**src/hdl/pcbp_pkg.sv**
```systemverilog
`default_nettype none
// ----------------------------------------------------------------------------
// pcbp_pkg
// Shared types, constants and the prefix code table for the byte packer.
// ----------------------------------------------------------------------------
package pcbp_pkg;

  localparam int OUT_BITS   = 8;
  localparam int WORK_BITS  = 11;   // widest pending word while an item is worked
  localparam int REST_BITS  = OUT_BITS - 1;
  localparam int FIFO_DEPTH_DEFAULT = 4;

  localparam logic ACTION_ENCODE = 1'b0;
  localparam logic ACTION_FLUSH  = 1'b1;

  localparam logic [7:0] CHAR_A = 8'h61;
  localparam logic [7:0] CHAR_B = 8'h62;
  localparam logic [7:0] CHAR_C = 8'h63;
  localparam logic [7:0] CHAR_D = 8'h64;

  localparam logic [2:0] TERM_CODE = 3'd7;
  localparam logic [2:0] TERM_LEN  = 3'd3;

  typedef struct packed {
    logic [3:0] code;
    logic [2:0] len;
  } code_t;

  typedef struct packed {
    logic [OUT_BITS-1:0] data;
    logic                last;
  } entry_t;

  // results produced by one item: up to two bytes, the second always ends a flush
  typedef struct packed {
    logic [1:0] count;
    entry_t     first;
    entry_t     second;
  } result_pair_t;

  function automatic code_t code_lookup(input logic [7:0] ch);
    code_t c;
    case (ch)
      CHAR_A:  c = '{code: 4'd0,  len: 3'd1};
      CHAR_B:  c = '{code: 4'd2,  len: 3'd2};
      CHAR_C:  c = '{code: 4'd12, len: 3'd4};
      CHAR_D:  c = '{code: 4'd13, len: 3'd4};
      default: c = '{code: 4'd0,  len: 3'd0};
    endcase
    return c;
  endfunction

endpackage
`default_nettype wire

```
**src/hdl/pcbp_encoder.sv**
```systemverilog
`default_nettype none
// ----------------------------------------------------------------------------
// pcbp_encoder
// Pending bit register and the single-pass code append, byte cut and flush.
// ----------------------------------------------------------------------------
module pcbp_encoder
  import pcbp_pkg::*;
(
  input  wire logic         clk,
  input  wire logic         rst,
  input  wire logic         fire,
  input  wire logic         action,
  input  wire logic [7:0]   char_code,
  output result_pair_t      result
);

  localparam logic [3:0] OUT_LEN = 4'(OUT_BITS);

  logic [REST_BITS-1:0] pending_bits;
  logic [2:0]           pending_count;
  logic [REST_BITS-1:0] pending_bits_next;
  logic [2:0]           pending_count_next;

  code_t                sym;
  logic [WORK_BITS-1:0] base;
  logic [WORK_BITS-1:0] work_bits;
  logic [WORK_BITS-1:0] rest_mask;
  logic [3:0]           work_count;
  logic [3:0]           rest;

  always_comb begin
    sym = code_lookup(char_code);
    base = WORK_BITS'(pending_bits);
    if (action == ACTION_FLUSH) begin
      work_bits  = (base << TERM_LEN) | WORK_BITS'(TERM_CODE);
      work_count = 4'(pending_count) + 4'(TERM_LEN);
    end else begin
      work_bits  = (base << sym.len) | WORK_BITS'(sym.code);
      work_count = 4'(pending_count) + 4'(sym.len);
    end
    rest      = work_count - OUT_LEN;
    rest_mask = ~(~WORK_BITS'(0) << rest);

    result             = '0;
    pending_bits_next  = pending_bits;
    pending_count_next = pending_count;

    if (action == ACTION_FLUSH) begin
      pending_bits_next  = '0;
      pending_count_next = '0;
      if (work_count > OUT_LEN) begin
        // terminator spills past one byte: full byte, then the padded tail
        result.count       = 2'd2;
        result.first.data  = OUT_BITS'(work_bits >> rest);
        result.first.last  = 1'b0;
        result.second.data = OUT_BITS'((work_bits & rest_mask) << (OUT_LEN - rest));
        result.second.last = 1'b1;
      end else begin
        result.count      = 2'd1;
        result.first.data = OUT_BITS'(work_bits << (OUT_LEN - work_count));
        result.first.last = 1'b1;
      end
    end else if (work_count >= OUT_LEN) begin
      result.count       = 2'd1;
      result.first.data  = OUT_BITS'(work_bits >> rest);
      result.first.last  = 1'b0;
      pending_bits_next  = REST_BITS'(work_bits & rest_mask);
      pending_count_next = 3'(rest);
    end else begin
      pending_bits_next  = REST_BITS'(work_bits);
      pending_count_next = 3'(work_count);
    end

    if (!fire) begin
      result.count = 2'd0;
    end
  end

  always_ff @(posedge clk) begin
    if (rst) begin
      pending_bits  <= '0;
      pending_count <= '0;
    end else if (fire) begin
      pending_bits  <= pending_bits_next;
      pending_count <= pending_count_next;
    end
  end

endmodule
`default_nettype wire

```
**src/hdl/pcbp_out_fifo.sv**
```systemverilog
`default_nettype none
// ----------------------------------------------------------------------------
// pcbp_out_fifo
// Output queue that takes up to two bytes per cycle and hands out one while m_tready is high.
// ----------------------------------------------------------------------------
module pcbp_out_fifo
  import pcbp_pkg::*;
#(
  parameter int DEPTH = FIFO_DEPTH_DEFAULT
) (
  input  wire logic                clk,
  input  wire logic                rst,
  input  wire result_pair_t        push,
  output logic                     room_two,
  output logic                     m_tvalid,
  input  wire logic                m_tready,
  output logic [OUT_BITS-1:0]      m_tdata,   // out_byte
  output logic                     m_tlast    // last
);

  localparam int PTR_W = (DEPTH > 2) ? $clog2(DEPTH) : 1;
  localparam int CNT_W = $clog2(DEPTH + 1);
  localparam logic [PTR_W-1:0] PTR_LAST = PTR_W'(DEPTH - 1);

  entry_t mem [DEPTH];

  logic [PTR_W-1:0] wr_ptr;
  logic [PTR_W-1:0] rd_ptr;
  logic [CNT_W-1:0] count;
  logic [PTR_W-1:0] wr_ptr_1;
  logic [PTR_W-1:0] wr_ptr_2;
  logic [PTR_W-1:0] rd_ptr_next;
  logic             pop;

  function automatic logic [PTR_W-1:0] ptr_inc(input logic [PTR_W-1:0] p);
    return (p == PTR_LAST) ? '0 : p + 1'b1;
  endfunction

  assign wr_ptr_1    = ptr_inc(wr_ptr);
  assign wr_ptr_2    = ptr_inc(wr_ptr_1);
  assign rd_ptr_next = ptr_inc(rd_ptr);
  assign pop         = m_tvalid && m_tready;
  assign m_tvalid    = (count != '0);
  assign m_tdata     = mem[rd_ptr].data;
  assign m_tlast     = mem[rd_ptr].last;
  assign room_two    = (count <= CNT_W'(DEPTH - 2));

  always_ff @(posedge clk) begin
    if (push.count != 2'd0) begin
      mem[wr_ptr] <= push.first;
    end
    if (push.count == 2'd2) begin
      mem[wr_ptr_1] <= push.second;
    end
  end

  always_ff @(posedge clk) begin
    if (rst) begin
      wr_ptr <= '0;
      rd_ptr <= '0;
      count  <= '0;
    end else begin
      case (push.count)
        2'd1:    wr_ptr <= wr_ptr_1;
        2'd2:    wr_ptr <= wr_ptr_2;
        default: wr_ptr <= wr_ptr;
      endcase
      if (pop) begin
        rd_ptr <= rd_ptr_next;
      end
      count <= count + CNT_W'(push.count) - CNT_W'(pop);
    end
  end

endmodule
`default_nettype wire

```
**src/hdl/prefix_code_byte_packer.sv**
```systemverilog
`default_nettype none
// ----------------------------------------------------------------------------
// prefix_code_byte_packer
// Packs characters a, b, c, d into a prefix code, MSB-first, one byte at a time.
// ----------------------------------------------------------------------------
// One item is accepted per clock cycle unless the input side stalls. An
// accepted item is held in the input register, where the code append, byte
// cut or flush is worked in a single pass, and its bytes enter the output
// queue; the first byte is offered on m_tvalid the cycle after that. A flush
// with more than five bits pending gives two bytes in the same cycle. Input
// stalls only while the output queue (FIFO_DEPTH entries) has room for fewer
// than two bytes; with an always-ready sink and default depth it never stalls.
module prefix_code_byte_packer
  import pcbp_pkg::*;
#(
  parameter int FIFO_DEPTH = FIFO_DEPTH_DEFAULT
) (
  input  wire logic                clk,
  input  wire logic                rst,
  input  wire logic                s_tvalid,
  output logic                     s_tready,
  input  wire logic [7:0]          s_tdata,   // char_code
  input  wire logic                s_tuser,   // action
  output logic                     m_tvalid,
  input  wire logic                m_tready,
  output logic [OUT_BITS-1:0]      m_tdata,   // out_byte
  output logic                     m_tlast    // last
);

  logic         in_valid;
  logic         in_action;
  logic [7:0]   in_char;
  logic         room_two;
  logic         fire;
  result_pair_t result;

  assign fire     = in_valid && room_two;
  assign s_tready = !in_valid || fire;

  always_ff @(posedge clk) begin
    if (rst) begin
      in_valid <= 1'b0;
    end else if (s_tready) begin
      in_valid <= s_tvalid;
    end
  end

  always_ff @(posedge clk) begin
    if (s_tready && s_tvalid) begin
      in_action <= s_tuser;
      in_char   <= s_tdata;
    end
  end

  pcbp_encoder u_encoder (
    .clk       (clk),
    .rst       (rst),
    .fire      (fire),
    .action    (in_action),
    .char_code (in_char),
    .result    (result)
  );

  pcbp_out_fifo #(
    .DEPTH (FIFO_DEPTH)
  ) u_out_fifo (
    .clk      (clk),
    .rst      (rst),
    .push     (result),
    .room_two (room_two),
    .m_tvalid (m_tvalid),
    .m_tready (m_tready),
    .m_tdata  (m_tdata),
    .m_tlast  (m_tlast)
  );

endmodule
`default_nettype wire
```
**config.mk**
```make
export PLATFORM = sky130hd
export DESIGN_NAME = prefix_code_byte_packer
export DESIGN_NICKNAME = d
export VERILOG_FILES = /design/src/hdl/pcbp_pkg.sv /design/src/hdl/pcbp_encoder.sv /design/src/hdl/pcbp_out_fifo.sv /design/src/hdl/prefix_code_byte_packer.sv
export SDC_FILE = /design/constraint.sdc
export NUM_CORES = 1
export LEC_CHECK = 0
export BUFFER_PORTS_ARGS = -buffer_cell sky130_fd_sc_hd__buf_2
export CORE_UTILIZATION = 35
export CTS_CLUSTER_DIAMETER = 60
export CTS_CLUSTER_SIZE = 12
export DETAILED_ROUTE_END_ITERATION = 16
export PLACE_DENSITY = 0.57
export SETUP_SLACK_MARGIN = 0.3
export SYNTH_ARGS = -nofsm -noshare
export SYNTH_HDL_FRONTEND = slang
export SYNTH_SLANG_ARGS = --single-unit
```
**constraint.sdc**
```tcl
create_clock -name clk -period 4.7 [get_ports clk]
set_clock_uncertainty 0.05 [all_clocks]
set_input_delay 0.47 -clock clk [delete_from_list [all_inputs] [get_ports clk]]
set_output_delay 0.47 -clock clk [all_outputs]
set_load 0.005 [all_outputs]
```
==> flow_summary.toml <==
[clocking]
cts_tree = "built"
clockBufferDepth = 2
cts.sinks = 65
numCtsBuffers = 9
cts_hold_buf = 0
htreeDepth = 3
cts.reportedPaths.clkPinSlew_ns = 0.05
ctsRootBufferMaster = "clkbuf_16"
clock_latency_ns = 0.35

[run_status]
status = "finished, final reports clean"

[global_route]
antenna_found_initial = 0
grt_pass1_wl_um = 23400
grtUsageTotal_pct = 21.4
grt_pass1_vias = 4266
grt_max_degree = 41
grt_overflow = 0

[yosys]
synth.top_cell.area_share_pct = 27.8
synthFlopType = "edfxtp_1"
synth.distinct_cells = 78
synth_nets = 557
ys_top_cells_by_area = "edfxtp_1 28%, dfxtp_1 8.2%, mux4_2 5.1%"
postSynth.asyncResetShare_pct = 0
yosysWarnings = 0
netlist_instances = 528
synth.largest_area_cell = "edfxtp_1"
syn_avg_cell_area_um2 = 9.21
syn_area_mm2 = 0.00486
synth_edf_count = 45
ys_ff_latch = 65
ys_seq_area_share_pct = 36.0

[final_layout]
filler_cell_count = 1327
finalNetCount = 587
antenna_cells = 0
synthToLayoutAreaGrowth_pct = 16.5
layout_common_cells = "56 x nor2_1, 45 x edfxtp_1, 43 x nand2_1"
drive_above_1_share_pct = 22.9
fin_area_mm2 = 0.00567
layout_commonest_cell = "nor2_1"

[timing]
finalCriticalPeriod_ns = 4.22
slew_viol_final = 0
setup_tns_ns = 0
min_period_over_period_pct = 89.7
slew_headroom_pct = 39.1
setup_viol = 0
tightest_slew_ns = 0.908
grt_setup_unrepaired = "false"
fmax_ghz = 0.237
hold_viol_final = 0

[drt]
routed_via_density = 6.04
routedWlPerCell_um = 19.8
drc_errors = 0
drt_iter0_markers = 449
postRouteAntennaNets = 0
firstDrtPassIters = 5
vias = 4464
wirelength_um = 14700

[die]
core_mm2 = 0.0134
start_util_pct = 36.3
io_pins = 24
die_x_um = 120
die_area_mm2 = 0.0144
dieHeight_um = 120
num_rows = 42

[setup_path]
worstPathMaxFanout = 11
slowest_delay_ns = 0.43
ff2ff_setup_slack_ns = 0.48
slowest_stage = "a31oi_1"
cp.depth = 14
worst_setup_path_end_kind = "flop"
cp.buffers_inverters = 2
crit_type = "reg2reg"
crit_top_cell = "nor2_1"
crit_path_start_kind = "flop"
cp.arrival_ns = 4.35
path_cells = "buf_4, or3b_4, a211o_1, nor2_1, ha_1, a21oi_2, and2_1, nor2_1, a22oi_1, buf_4, a32oi_1, a31oi_1, nor2_1, a21oi_1"
r2r_cells = 14
required_ns = 4.83
cp_top_family = "compound AO/OA/AOI/OAI gates"

[placement]
port_buffers = 23
placed_area_mm2 = 0.00529
gp_congestion = 0.915
dp_hpwl_um = 11000

[power]
total_power_mw = 1.97
p_per_area_mw_per_mm2 = 347
vdd_ir_drop_max_v = 0.000271
p_leak_nw = 2.03

[worst_hold_path]
hold_depth = 1
hold_path_class = "in2reg"

[job]
max_cap_violations = 0
sequential cells by signal (all words and copies together), names as in the netlist, named ones only:
name,cells
in_action,1
in_char,8
in_valid,1
u_encoder.pending_bits,7
u_encoder.pending_count,3
u_out_fifo.count,3
u_out_fifo.mem,36
u_out_fifo.rd_ptr,2
u_out_fifo.wr_ptr,2
final cells by class:
class | instances | area [um2] | share of cell area (%)
Timing Repair Buffer | 54 | 348 | 6.14
Tap cell | 176 | 220 | 3.89
Inverter | 28 | 105 | 1.85
Clock inverter | 6 | 43.8 | 0.773
Clock buffer | 10 | 229 | 4.04
Sequential cell | 65 | 1750 | 30.9
Multi-Input combinational cell | 400 | 2970 | 52.4
power by group:
part	internal, mW	total, mW	leakage (nW)	switching [mW]
Combinational	0.264	0.642	1.31	0.378
Clock	0.358	0.619	0.133	0.261
Sequential	0.661	0.707	0.580	0.0456
final timing paths:
path / startpoint / end
worst max-delay path: in_char[0]$_DFFE_PP_ / u_out_fifo.mem[0][5]$_DFFE_PP_
worst min-delay path: s_tdata[2] / in_char[2]$_DFFE_PP_
worst max register to register: in_char[0]$_DFFE_PP_ / u_out_fifo.mem[0][5]$_DFFE_PP_
worst min register to register: u_out_fifo.rd_ptr[1]$_SDFFE_PP0P_ / flop
Yosys cell counts (5+ instances only):
cell type   n
a22oi_1     8
clkbuf_1   22
inv_1      25
a2bb2oi_1   5
a211oi_1   10
edfxtp_1   45
nor3_1     19
o211ai_1    5
nand3_1    20
buf_1       6
a32oi_1     8
nand4_1     5
nor2_1     56
mux2i_1    17
o21ai_0    23
ha_1       14
a21oi_1    43
nor4_1      6
o22ai_1     5
nand2_1    45
nor2b_1     6
dfxtp_1    20
mux4_2     11
xnor2_1     9
and2_1      8
a31oi_1     6
logic make-up after synthesis:
| group | count (synthesis) | share of synthesized area [%] |
|---|---|---|
| adders and majority gates | 16 | 4.43 |
| and+or+nand+nor | 185 | 19.1 |
| AOI/OAI and AO/OA | 159 | 24.2 |
| xor gates and xnor gates | 11 | 1.98 |
| muxes | 29 | 8.90 |
| buffers and inverters | 63 | 5.35 |
| DFF | 65 | 36.0 |
repair_timing:
| action | 4_1_cts | 5_1_grt |
|---|---|---|
| gates resized for setup | 2 | 21 |
| setup buffers | 1 | 0 |
| pin swaps | 0 | 2 |
| endpoints found under the setup margin | 48 | 74 |
| hold endpoints to repair | 0 | 0 |
stage by stage:
stage               instances  setup slack, ns  util, %  hold WS, ns
finish                    739            0.483     42.3        0.250
CTS                       739            0.312     41.7        0.240
global placement          722            0.314     39.5        0.418
global route              739            0.311     42.3        0.235
detailed placement        722            0.166     39.5        0.432
floorplan                 528            0.354        -        0.404
worst reg2reg max path: stages (launching register included):
cell and delay [ns]:
edfxtp_1 0.40, buf_4 0.19, or3b_4 0.42, a211o_1 0.33, nor2_1 0.31, ha_1 0.37, a21oi_2 0.25, and2_1 0.30
nor2_1 0.15, a22oi_1 0.30, buf_4 0.18, a32oi_1 0.11, a31oi_1 0.43, nor2_1 0.10, a21oi_1 0.17
metal layers:
metal  up-vias  global-route usage, %  part of all wire [%]
met4         0                   8.52                   3.0
met1      2127                   28.5                    43
met5         -                      0                     0
li1       2077                      -                     -
met3        43                   5.32                   8.4
met2       217                   33.1                    45
Power figures use the tool's default switching activity.
